`config.mk`:
```
export PLATFORM = sky130hd
export DESIGN_NAME = scan_gap_segmentation_bbox_core
export DESIGN_NICKNAME = d
export VERILOG_FILES = /design/src/hdl/sgsb_pkg.sv /design/src/hdl/scan_gap_segmentation_bbox_core.sv
export SDC_FILE = /design/constraint.sdc
export NUM_CORES = 2
export LEC_CHECK = 0
export ABC_AREA = 1
export ABC_CLOCK_PERIOD_IN_PS = 10700
export BUFFER_PORTS_ARGS = -buffer_cell sky130_fd_sc_hd__clkbuf_2
export CELL_PAD_IN_SITES_DETAIL_PLACEMENT = 1
export CELL_PAD_IN_SITES_GLOBAL_PLACEMENT = 1
export CORE_MARGIN = 3
export CORE_UTILIZATION = 50
export CTS_BUF_LIST = sky130_fd_sc_hd__clkbuf_8 sky130_fd_sc_hd__clkbuf_16
export DETAILED_ROUTE_END_ITERATION = 8
export GPL_ROUTABILITY_DRIVEN = 0
export PLACE_DENSITY = 0.81
export SLEW_MARGIN = 40
export SYNTH_ARGS = -nofsm -noshare
export SYNTH_HDL_FRONTEND = slang
export SYNTH_SLANG_ARGS = --single-unit
```
`constraint.sdc`:
```
create_clock -name clock -period 10.7 [get_ports clock]
set_clock_uncertainty 0.2 [all_clocks]
set_input_delay 0.535 -clock clock [delete_from_list [all_inputs] [get_ports clock]]
set_output_delay 0.535 -clock clock [all_outputs]
set_load 0.05 [all_outputs]
```
`src/hdl/sgsb_pkg.sv`:
```
// Package for the laser scan gap segmentation block.
// Holds the fixed field widths, limits and queue sizes; no dependencies.
package sgsb_pkg;

   // Fixed field widths of the item and result channels.
   localparam int GAP_W   = 16;
   localparam int ID_W    = 11;
   localparam int COUNT_W = 12;

   // Saturation limits for the cluster id and the member count.
   localparam logic [ID_W-1:0]    ID_MAX      = '1;
   localparam logic [COUNT_W-1:0] COUNT_LIMIT = '1;

   // Reset value of the gap threshold and of its square.
   localparam logic [GAP_W-1:0]   GAP_RESET    = 16'd300;
   localparam logic [2*GAP_W-1:0] GAP_SQ_RESET = 32'd90000;

   // Result queue: four entries; an item can give two results.
   localparam int Q_DEPTH = 4;
   localparam int Q_AW    = 2;

endpackage

```
`src/hdl/scan_gap_segmentation_bbox_core.sv`:
```
// Top level of the laser scan gap segmentation block with bounding boxes.
// Depends on sgsb_pkg for field widths, limits and queue sizing.

// Breakpoint segmentation of a laser scan: points come in scan order, one item
// per cycle at most, and each point joins the open cluster when its squared
// distance to the previous point is at most the squared gap threshold. A
// breaking point closes the open cluster (one result) and starts the next; the
// scan_last point flushes the open cluster (a result with scan_done set) and
// restarts the ids, so one item gives zero, one or two results. The pipeline is
// an input register, a stage that registers the two squared coordinate
// differences (one 16x16 multiplier each), and the cluster update stage that
// compares the sum against the squared threshold and writes the results into a
// four-entry result queue. Items are accepted every cycle as long as the queue
// has room for two more results; a run of items that each give two results is
// held back by the single result port. The threshold register may be written
// whenever no item is in the block; its square is formed on the write.
module scan_gap_segmentation_bbox_core #(
   parameter int MAX_POINTS = 2048,
   parameter int COORD_BITS = 16
) (
   input  logic                               clock,
   input  logic                               reset,
   // Point items
   input  logic                               req_valid,
   output logic                               req_ready,
   input  logic signed [COORD_BITS-1:0]       req_point_x,
   input  logic signed [COORD_BITS-1:0]       req_point_y,
   input  logic                               req_scan_last,
   // Cluster results
   output logic                               rsp_valid,
   input  logic                               rsp_ready,
   output logic [sgsb_pkg::ID_W-1:0]          rsp_cluster_id,
   output logic signed [COORD_BITS-1:0]       rsp_center_x,
   output logic signed [COORD_BITS-1:0]       rsp_center_y,
   output logic [COORD_BITS-1:0]              rsp_box_width,
   output logic [COORD_BITS-1:0]              rsp_box_height,
   output logic [sgsb_pkg::COUNT_W-1:0]       rsp_member_count,
   output logic                               rsp_scan_done,
   // Gap threshold register
   input  logic                               csr_valid,
   output logic                               csr_ready,
   input  logic [sgsb_pkg::GAP_W-1:0]         csr_gap_threshold_mm
);
   import sgsb_pkg::*;

   localparam int CB = COORD_BITS;
   localparam int DW = (CB > GAP_W) ? CB : GAP_W;
   localparam logic [COUNT_W-1:0] COUNT_CAP =
      (MAX_POINTS < int'(COUNT_LIMIT)) ? COUNT_W'(MAX_POINTS) : COUNT_LIMIT;

   typedef struct packed {
      logic [ID_W-1:0]    id;
      logic signed [CB-1:0] min_x;
      logic signed [CB-1:0] max_x;
      logic signed [CB-1:0] min_y;
      logic signed [CB-1:0] max_y;
      logic [COUNT_W-1:0] count;
      logic               done;
   } cluster_type;

   // Configuration registers.
   logic [GAP_W-1:0]    gap_ff;
   logic [2*GAP_W-1:0]  gap_sq_ff;

   // Input register.
   logic                 s1_valid_ff, s1_valid_in;
   logic signed [CB-1:0] s1_x_ff, s1_y_ff;
   logic                 s1_last_ff;

   // Previous point and whether a cluster is open for the next item.
   logic signed [CB-1:0] prev_x_ff, prev_y_ff;
   logic                 open_pred_ff;

   // Square stage.
   logic                 s2_valid_ff, s2_valid_in;
   logic signed [CB-1:0] s2_x_ff, s2_y_ff;
   logic                 s2_last_ff, s2_open_ff, s2_in_gap_ff;
   logic [2*GAP_W-1:0]   s2_sqx_ff, s2_sqy_ff;

   // Open cluster state.
   logic signed [CB-1:0] box_min_x_ff, box_max_x_ff, box_min_y_ff, box_max_y_ff;
   logic [COUNT_W-1:0]   open_count_ff;
   logic [ID_W-1:0]      next_id_ff;

   // Result queue.
   cluster_type          q_ff [Q_DEPTH];
   logic [Q_AW-1:0]      wr_ptr_ff, rd_ptr_ff;
   logic [Q_AW:0]        q_count_ff, q_count_in;

   logic                 s1_move, adv2, space, pop, req_accept;
   logic signed [CB:0]   diff_x, diff_y;
   logic [CB-1:0]        dx, dy;
   logic [DW-1:0]        dx_ext, dy_ext;
   logic                 in_gap;
   logic [GAP_W-1:0]     dx_n, dy_n;
   logic [2*GAP_W:0]     sq_sum;
   logic                 near, join_pt, emit_brk;
   logic signed [CB-1:0] nb_min_x, nb_max_x, nb_min_y, nb_max_y;
   logic [COUNT_W-1:0]   new_count;
   logic [ID_W-1:0]      id_after_brk;
   logic [1:0]           push_n;
   cluster_type          res_brk, res_last, res_first, head;

   // Handshake and pipeline advance.
   assign space      = q_count_ff <= (Q_AW+1)'(Q_DEPTH - 2);
   assign adv2       = s2_valid_ff && space;
   assign s1_move    = s1_valid_ff && (!s2_valid_ff || adv2);
   assign req_ready  = !s1_valid_ff || s1_move;
   assign req_accept = req_valid && req_ready;
   assign csr_ready  = 1'b1;
   assign pop        = rsp_valid && rsp_ready;

   assign s1_valid_in = req_accept ? 1'b1 : (s1_move ? 1'b0 : s1_valid_ff);
   assign s2_valid_in = s1_move ? 1'b1 : (adv2 ? 1'b0 : s2_valid_ff);

   // Absolute coordinate differences to the previous point and their squares.
   always_comb begin
      diff_x = {s1_x_ff[CB-1], s1_x_ff} - {prev_x_ff[CB-1], prev_x_ff};
      diff_y = {s1_y_ff[CB-1], s1_y_ff} - {prev_y_ff[CB-1], prev_y_ff};
      dx     = diff_x[CB] ? CB'(-diff_x) : diff_x[CB-1:0];
      dy     = diff_y[CB] ? CB'(-diff_y) : diff_y[CB-1:0];
      dx_ext = DW'(dx);
      dy_ext = DW'(dy);
      in_gap = (dx_ext <= DW'(gap_ff)) && (dy_ext <= DW'(gap_ff));
      dx_n   = dx_ext[GAP_W-1:0];
      dy_n   = dy_ext[GAP_W-1:0];
   end

   // Gap test and the updated bounding box of the open cluster.
   always_comb begin
      sq_sum   = {1'b0, s2_sqx_ff} + {1'b0, s2_sqy_ff};
      near     = s2_in_gap_ff && (sq_sum <= {1'b0, gap_sq_ff});
      join_pt  = s2_open_ff && near;
      emit_brk = s2_open_ff && !near;
      if (join_pt) begin
         nb_min_x  = (s2_x_ff < box_min_x_ff) ? s2_x_ff : box_min_x_ff;
         nb_max_x  = (s2_x_ff > box_max_x_ff) ? s2_x_ff : box_max_x_ff;
         nb_min_y  = (s2_y_ff < box_min_y_ff) ? s2_y_ff : box_min_y_ff;
         nb_max_y  = (s2_y_ff > box_max_y_ff) ? s2_y_ff : box_max_y_ff;
         new_count = (open_count_ff < COUNT_CAP) ?
                     open_count_ff + COUNT_W'(1) : open_count_ff;
      end else begin
         nb_min_x  = s2_x_ff;
         nb_max_x  = s2_x_ff;
         nb_min_y  = s2_y_ff;
         nb_max_y  = s2_y_ff;
         new_count = COUNT_W'(1);
      end
      id_after_brk = (emit_brk && (next_id_ff < ID_MAX)) ?
                     next_id_ff + ID_W'(1) : next_id_ff;
   end

   // Results of this item: the broken cluster, then the flushed one.
   always_comb begin
      res_brk.id     = next_id_ff;
      res_brk.min_x  = box_min_x_ff;
      res_brk.max_x  = box_max_x_ff;
      res_brk.min_y  = box_min_y_ff;
      res_brk.max_y  = box_max_y_ff;
      res_brk.count  = open_count_ff;
      res_brk.done   = 1'b0;
      res_last.id    = id_after_brk;
      res_last.min_x = nb_min_x;
      res_last.max_x = nb_max_x;
      res_last.min_y = nb_min_y;
      res_last.max_y = nb_max_y;
      res_last.count = new_count;
      res_last.done  = 1'b1;
      res_first      = emit_brk ? res_brk : res_last;
      push_n         = adv2 ? ({1'b0, emit_brk} + {1'b0, s2_last_ff}) : 2'd0;
   end

   assign q_count_in = q_count_ff + (Q_AW+1)'(push_n) - (Q_AW+1)'(pop);

   // Control registers.
   always_ff @(posedge clock) begin
      if (reset) begin
         gap_ff        <= GAP_RESET;
         gap_sq_ff     <= GAP_SQ_RESET;
         s1_valid_ff   <= 1'b0;
         s2_valid_ff   <= 1'b0;
         open_pred_ff  <= 1'b0;
         prev_x_ff     <= '0;
         prev_y_ff     <= '0;
         open_count_ff <= '0;
         next_id_ff    <= '0;
         wr_ptr_ff     <= '0;
         rd_ptr_ff     <= '0;
         q_count_ff    <= '0;
      end else begin
         if (csr_valid) begin
            gap_ff    <= csr_gap_threshold_mm;
            gap_sq_ff <= csr_gap_threshold_mm * csr_gap_threshold_mm;
         end
         s1_valid_ff <= s1_valid_in;
         s2_valid_ff <= s2_valid_in;
         if (s1_move) begin
            open_pred_ff <= !s1_last_ff;
            prev_x_ff    <= s1_x_ff;
            prev_y_ff    <= s1_y_ff;
         end
         if (adv2) begin
            open_count_ff <= s2_last_ff ? '0 : new_count;
            next_id_ff    <= s2_last_ff ? '0 : id_after_brk;
         end
         wr_ptr_ff  <= wr_ptr_ff + Q_AW'(push_n);
         rd_ptr_ff  <= rd_ptr_ff + Q_AW'(pop);
         q_count_ff <= q_count_in;
      end
   end

   // Payload registers.
   always_ff @(posedge clock) begin
      if (req_accept) begin
         s1_x_ff    <= req_point_x;
         s1_y_ff    <= req_point_y;
         s1_last_ff <= req_scan_last;
      end
      if (s1_move) begin
         s2_x_ff      <= s1_x_ff;
         s2_y_ff      <= s1_y_ff;
         s2_last_ff   <= s1_last_ff;
         s2_open_ff   <= open_pred_ff;
         s2_in_gap_ff <= in_gap;
         s2_sqx_ff    <= dx_n * dx_n;
         s2_sqy_ff    <= dy_n * dy_n;
      end
      if (adv2) begin
         box_min_x_ff <= nb_min_x;
         box_max_x_ff <= nb_max_x;
         box_min_y_ff <= nb_min_y;
         box_max_y_ff <= nb_max_y;
      end
      if (push_n != 2'd0) begin
         q_ff[wr_ptr_ff] <= res_first;
      end
      if (push_n == 2'd2) begin
         q_ff[wr_ptr_ff + Q_AW'(1)] <= res_last;
      end
   end

   // Result port: box size and center are formed from the queued extremes.
   assign head             = q_ff[rd_ptr_ff];
   assign rsp_valid        = q_count_ff != '0;
   assign rsp_cluster_id   = head.id;
   assign rsp_box_width    = CB'(head.max_x - head.min_x);
   assign rsp_box_height   = CB'(head.max_y - head.min_y);
   assign rsp_center_x     = $signed($unsigned(head.min_x) + (rsp_box_width >> 1));
   assign rsp_center_y     = $signed($unsigned(head.min_y) + (rsp_box_height >> 1));
   assign rsp_member_count = head.count;
   assign rsp_scan_done    = head.done;

`ifndef NO_ASSERTIONS
   // The result queue never holds more than its depth.
   a_q_bound: assert property (@(posedge clock) disable iff (reset)
      q_count_ff <= (Q_AW+1)'(Q_DEPTH))
      else $error("result queue overflow");

   // Every cluster shown on the result port has at least one member.
   a_count_nonzero: assert property (@(posedge clock) disable iff (reset)
      rsp_valid |-> (rsp_member_count != '0))
      else $error("result with empty cluster");

   // The last point of a scan restarts ids and leaves no open cluster.
   a_scan_end: assert property (@(posedge clock) disable iff (reset)
      (adv2 && s2_last_ff) |=> ((next_id_ff == '0) && (open_count_ff == '0)))
      else $error("scan end did not clear cluster state");

   // Any other point leaves a cluster open.
   a_open_after: assert property (@(posedge clock) disable iff (reset)
      (adv2 && !s2_last_ff) |=> (open_count_ff != '0))
      else $error("no cluster open after a point");

   // Input stalls only when both pipeline stages are occupied.
   a_stall_full: assert property (@(posedge clock) disable iff (reset)
      !req_ready |-> (s1_valid_ff && s2_valid_ff))
      else $error("input stalled with a free stage");
`endif

endmodule
```
; Word-level counts from Yosys, hierarchy flattened
; Memory sizes are Yosys's and may differ from the RTL's. A register that Yosys moved wholly into a read port is not among the register bits.
; Cells that the tools add are included.
[totals]
register_bits = 309
n_memories = 1
input_bits = 54
wordCells = 103
output_inout_bits = 91
ram_bits = 352
[op_classes]
n_mul = 3
reduce_logical = 19
addsub = 17
eq_ne = 1
n_mux = 26
order_cmp = 10
[mem_list]
columns = name, depth, width, rd, rd_ports_with_merged_regs, wr, line
row1 = q_ff, 4, 88, 1, 1, 2, scan_gap_segmentation_bbox_core.sv:86  ; cluster_type q_ff [Q_DEPTH];
[op_table]
columns = op, n
row1 = $mux 16, 10
row2 = $mul 16x16->32, 3
row3 = $mux 88, 1
row4 = $mux 12, 3
row5 = $sub 16x16->17, 2
row6 = $add 32x32->33, 1
row7 = $le 33x32->1, 1
row8 = $add 16x15->16, 2
row9 = $gt 16x16->1, 2
row10 = $le 16x16->1, 2
row11 = $lt 16x16->1, 2
row12 = $neg 16->16, 2
row13 = $sub 16x16->16, 2
row14 = $mux 11, 2
row15 = $add 12x1->12 const B, 1
row16 = $lt 12x12->1 const B, 1
row17 = $add 11x1->11 const B, 1
row18 = $lt 11x11->1 const B, 1
row19 = $logic_and 1x1->1, 9
row20 = $mux 1, 8
row21 = $reduce_bool 2->1, 3
row22 = $logic_not 1->1, 4
row23 = $mux 2, 2
row24 = $add 3x2->3, 1
row25 = other kinds (9), 10

; Longest topological paths before layout
[depth]
word_depth = 10
mapped_depth = 46
mapped_depth_nobuf = 46

; Worst setup path after synthesis
; No wires, ideal clock.
[synth_path]
kind = reg-to-reg
start = register s1_y_ff[0]
end = register s2_sqy_ff[27], data pin
stages_incl_launch_ff = 37
slack_ps = 3134
synth_period_minus_slack_ps = 7566
path_buffers = 2
required_time_ps = 10235
setup_time_ps = 265
arrival_ps = 7101
cell_sequence = edfxtp_1 inv_1 ha_1 fa_1 inv_1 nand3_1 nand2_2 nand3_1 nand2_2 nand3_1 nand3_1 nand2_2 buf_4 or3_1 nand2_2 buf_4 nor2_1 fa_1 inv_1 fa_1 inv_1 fa_1 inv_1 fa_1 fa_1 fa_1 inv_1 ha_1 nand2_1 nor2_1 nand3_1 nand3_1 a21oi_1 o21ai_0 a21oi_1 o21ai_0 xor2_1
[synth_between]
elab_chain_cells = 4
[synth_rtl]
columns = item, line
row1 = from (decl), scan_gap_segmentation_bbox_core.sv:67  ; logic signed [CB-1:0] s1_x_ff, s1_y_ff;
row2 = from (signal assigned), scan_gap_segmentation_bbox_core.sv:216  ; s1_y_ff <= req_point_y;
row3 = $sub 16x16->17 (*), scan_gap_segmentation_bbox_core.sv:119  ; diff_y = {s1_y_ff[CB-1], s1_y_ff} - {prev_y_ff[CB-1], prev_y_ff};
row4 = $neg 16->16, scan_gap_segmentation_bbox_core.sv:121  ; dy = diff_y[CB] ? CB'(-diff_y) : diff_y[CB-1:0];
row5 = $mux 16 (*), scan_gap_segmentation_bbox_core.sv:121
row6 = $mul 16x16->32 (*), scan_gap_segmentation_bbox_core.sv:226  ; s2_sqy_ff <= dy_n * dy_n;
row7 = to (signal assigned), scan_gap_segmentation_bbox_core.sv:226
row8 = to (decl), scan_gap_segmentation_bbox_core.sv:78  ; logic [2*GAP_W-1:0] s2_sqx_ff, s2_sqy_ff;
; Every way passes the cells marked *; elsewhere a longest branch is shown, timed or not.
; A chain may end at the register's enable or synchronous reset.

; Worst setup path in the final report
[layout_path]
start = register s1_x_ff[0]
end = register s2_sqx_ff[25], data pin
[layout_between]
elab_chain_cells = 4
[layout_rtl]
columns = item, line
row1 = from (decl), scan_gap_segmentation_bbox_core.sv:67
row2 = from (signal assigned), scan_gap_segmentation_bbox_core.sv:215  ; s1_x_ff <= req_point_x;
row3 = $sub 16x16->17 (*), scan_gap_segmentation_bbox_core.sv:118  ; diff_x = {s1_x_ff[CB-1], s1_x_ff} - {prev_x_ff[CB-1], prev_x_ff};
row4 = $neg 16->16, scan_gap_segmentation_bbox_core.sv:120  ; dx = diff_x[CB] ? CB'(-diff_x) : diff_x[CB-1:0];
row5 = $mux 16 (*), scan_gap_segmentation_bbox_core.sv:120
row6 = named net dx[0], scan_gap_segmentation_bbox_core.sv:92  ; logic [CB-1:0] dx, dy;
row7 = $mul 16x16->32 (*), scan_gap_segmentation_bbox_core.sv:225  ; s2_sqx_ff <= dx_n * dx_n;
row8 = to (signal assigned), scan_gap_segmentation_bbox_core.sv:225
row9 = to (decl), scan_gap_segmentation_bbox_core.sv:78
; Mark *: on every way through the listed nets, which the timed path passes. The rest lies on a longest branch.

==> impl_metrics.ini <==
[clocking]
cts_tree = built
ctsRootBufferMaster = clkbuf_16
cts_buffers = 77
cts_setup_buffers = 0
cts_resized = 0
cts_sinks = 657
htree_levels = 3
worst_skew_pair.late_latency_ns = 0.70
max-clock-path-buffers = 3
cts.clk_slew.worst_paths_ns = 0.06

[layout]
multi_input_area_um2 = 37100
syn2layout_area_growth_pct = 8.29
layoutNonFillerInstCount = 9259
fillers = 14900
seq_area_um2 = 18600
layout.nets = 8671
drive_above_1_share_pct = 5.92

[synth]
syn-instance-count = 7526
synth_top_area_share_pct = 26.4
ys_ff_latch = 657
synthArstFlopShare_pct = 0
yosys.area.top_type = edfxtp_1
ys_seq_area_share_pct = 30.1
syn_avg_cell_area_um2 = 8.19
synthFlopType = edfxtp_1
synth_cell_types = 66
syn-num-nets = 8626
yosys_warnings = 0
synth.cell_area_um2 = 61600
synth_edf_count = 542
synth_common_cells = 1785 x nand2_1, 1270 x inv_1, 551 x ha_1, 542 x edfxtp_1, 532 x nand3_1
yosysMostFrequentCell = nand2_1
yosys-top-cells-area = edfxtp_1 26%, fa_1 16%, ha_1 11%

[routing]
ant_nets = 0
drt_iter0_markers = 4057
num_vias = 53700
drc = 0
vias_per_cell = 5.80
dr.pass1.iters = 6
drt_wl_total_mm = 207
wl_per_cell_um = 22.4

[global_routing]
grt_max_degree = 147
grt_pass1_vias = 58600
antenna_found_initial = 2
grt-ovfl-total = 0
track_usage_pct = 32.6
grt_pass1_wl_mm = 326

[timing]
fin_tns_setup_ns = 0
setup_viol = 0
slew_headroom_pct = 38.2
worst_pin_slew_ns = 0.927
rsz0062_at_grt = false
fmax_ghz = 0.110
finalCritPeriodShare_pct = 85.1
slew_viol_final = 0
fin_crit_ns = 9.10
hold_viol = 0

[placed_design]
dp_hpwl_mm = 148
place_inst = 9084
port_buffers = 143

[floorplan]
initial_utilization_pct = 50.5
die_area_um2 = 128000
io_pins = 145
core_um2 = 122000
std_cell_rows = 128
die_y_um = 357
dieWidth_um = 357

[worst_setup_path]
cp.arrival_ns = 9.32
cp_slowest_cell = ha_1
crit_required_ns = 10.91
setup.worst_path.class = flip-flop to flip-flop
critPathMaxStageDelay_ns = 0.79
crit_top_cell = inv_1
crit_fanout = 20
worstSetupStartpointType = flip-flop
cp-end-kind = flip-flop

[run_status]
status = finished clean

[worst_hold_path]
hp-class = input pin to flip-flop

[run]
cap_violations = 0
[metrics by stage]
stage | utilization [%] | hold WS (ns) | instance area (µm²) | worst slack [ns]
floorplan | - | 0.203 | 61600 | 3.13
global placement | 52.3 | 0.212 | 63800 | 1.96
detailed placement | 52.3 | 0.240 | 63800 | 1.69
CTS | 54.7 | 0.0635 | 66700 | 1.66
global route | 54.7 | 0.115 | 66700 | 0.952
finish | 54.7 | 0.104 | 66700 | 1.60
[kinds of logic (layout without fill, tap and decap cells)]
group                    after synthesis  in the layout  share of synthesized area, %
other                                  1              3                       0.00608
XOR/XNOR                             223            223                          3.36
flip-flops                           657            657                          30.1
adder cells (fa/ha/maj)             1046           1046                          27.3
buffers and inverters               1570           1676                          9.76
AND/OR/NAND/NOR                     2977           2977                          19.9
AO/OA/AOI/OAI                       1052           1052                          9.54
[area by class of cell]
class	instances	share of cell area, %
tap	1625	3.05
antenna	2	0.00750
clock inverter	58	0.834
sequential	657	27.8
clock buffer	82	3.02
timing repair buffer	224	2.19
multi-input combinational	5299	55.6
inverter	1312	7.43
[worst paths after layout]
path	slack [ns]	end	cells past startpoint	startpoint
setup / recovery	1.60	s2_sqx_ff[25]	34	s1_x_ff[0]
hold / removal	0.10	gap_sq_ff[31]	2	reset
setup reg to reg	1.60	s2_sqx_ff[25]	34	s1_x_ff[0]
hold reg to reg	0.26	s2_x_ff[0]	0	s1_x_ff[0]
[per-layer routing]
layer | track usage [%] | vias to the layer above | wire length [µm]
li1 | - | 24400 | -
met1 | 41.1 | 26900 | 83600
met2 | 56.7 | 1890 | 101000
met3 | 4.07 | 482 | 13400
met4 | 13.4 | 0 | 8770
met5 | 0 | - | 0
[timing repair]
item | 4_1_cts | 5_1_grt
setup endpoints to repair | 0 | 0
hold endpoints to repair | 33 | 0
hold buffers | 33 | 0
[cells in the final DEF, fill, tap and decap left out, types with 51 or more instances in the layout]
master / synthesis / final
a21oi_1: 419 / 418
clkbuf_16: 0 / 79
clkbuf_2: 0 / 143
dfxtp_1: 115 / 113
edfxtp_1: 542 / 542
fa_1: 495 / 495
ha_1: 551 / 551
inv_1: 1270 / 1272
nand2_1: 1785 / 1779
nand3_1: 532 / 531
nor2_1: 482 / 477
nor3_1: 51 / 51
o21ai_0: 373 / 373
o22ai_1: 69 / 69
xnor2_1: 59 / 59
xor2_1: 151 / 150
[registers in the layout, indices dropped and copies added (netlist names), 2 cells and up]
| name | cells |
|---|---|
| s2_x_ff | 16 |
| s1_x_ff | 16 |
| q_count_ff | 3 |
| q_ff | 352 |
| s1_y_ff | 16 |
| rd_ptr_ff | 2 |
| s2_sqy_ff | 31 |
| box_min_y_ff | 16 |
| box_min_x_ff | 16 |
| wr_ptr_ff | 2 |
| gap_ff | 16 |
| box_max_y_ff | 16 |
| s2_sqx_ff | 31 |
| gap_sq_ff | 30 |
| box_max_x_ff | 16 |
| next_id_ff | 11 |
| s2_y_ff | 16 |
| prev_x_ff | 16 |
| open_count_ff | 12 |
| prev_y_ff | 16 |
[worst max-delay path, delay by kind of cell, from the launching register on]
| family | cells | cell delay, ns |
|---|---|---|
| adder cells (fa/ha/maj) | 8 | 4.23 |
| AND/OR/NAND/NOR | 13 | 2.28 |
| buffers and inverters | 9 | 1.11 |
| AO/OA/AOI/OAI | 3 | 0.58 |
| flip-flops | 1 | 0.36 |
| XOR/XNOR | 1 | 0.07 |
Power is left out: the tool's default activity adds up to more than one toggle a clock period on the data nets, which glitch-free logic cannot reach.
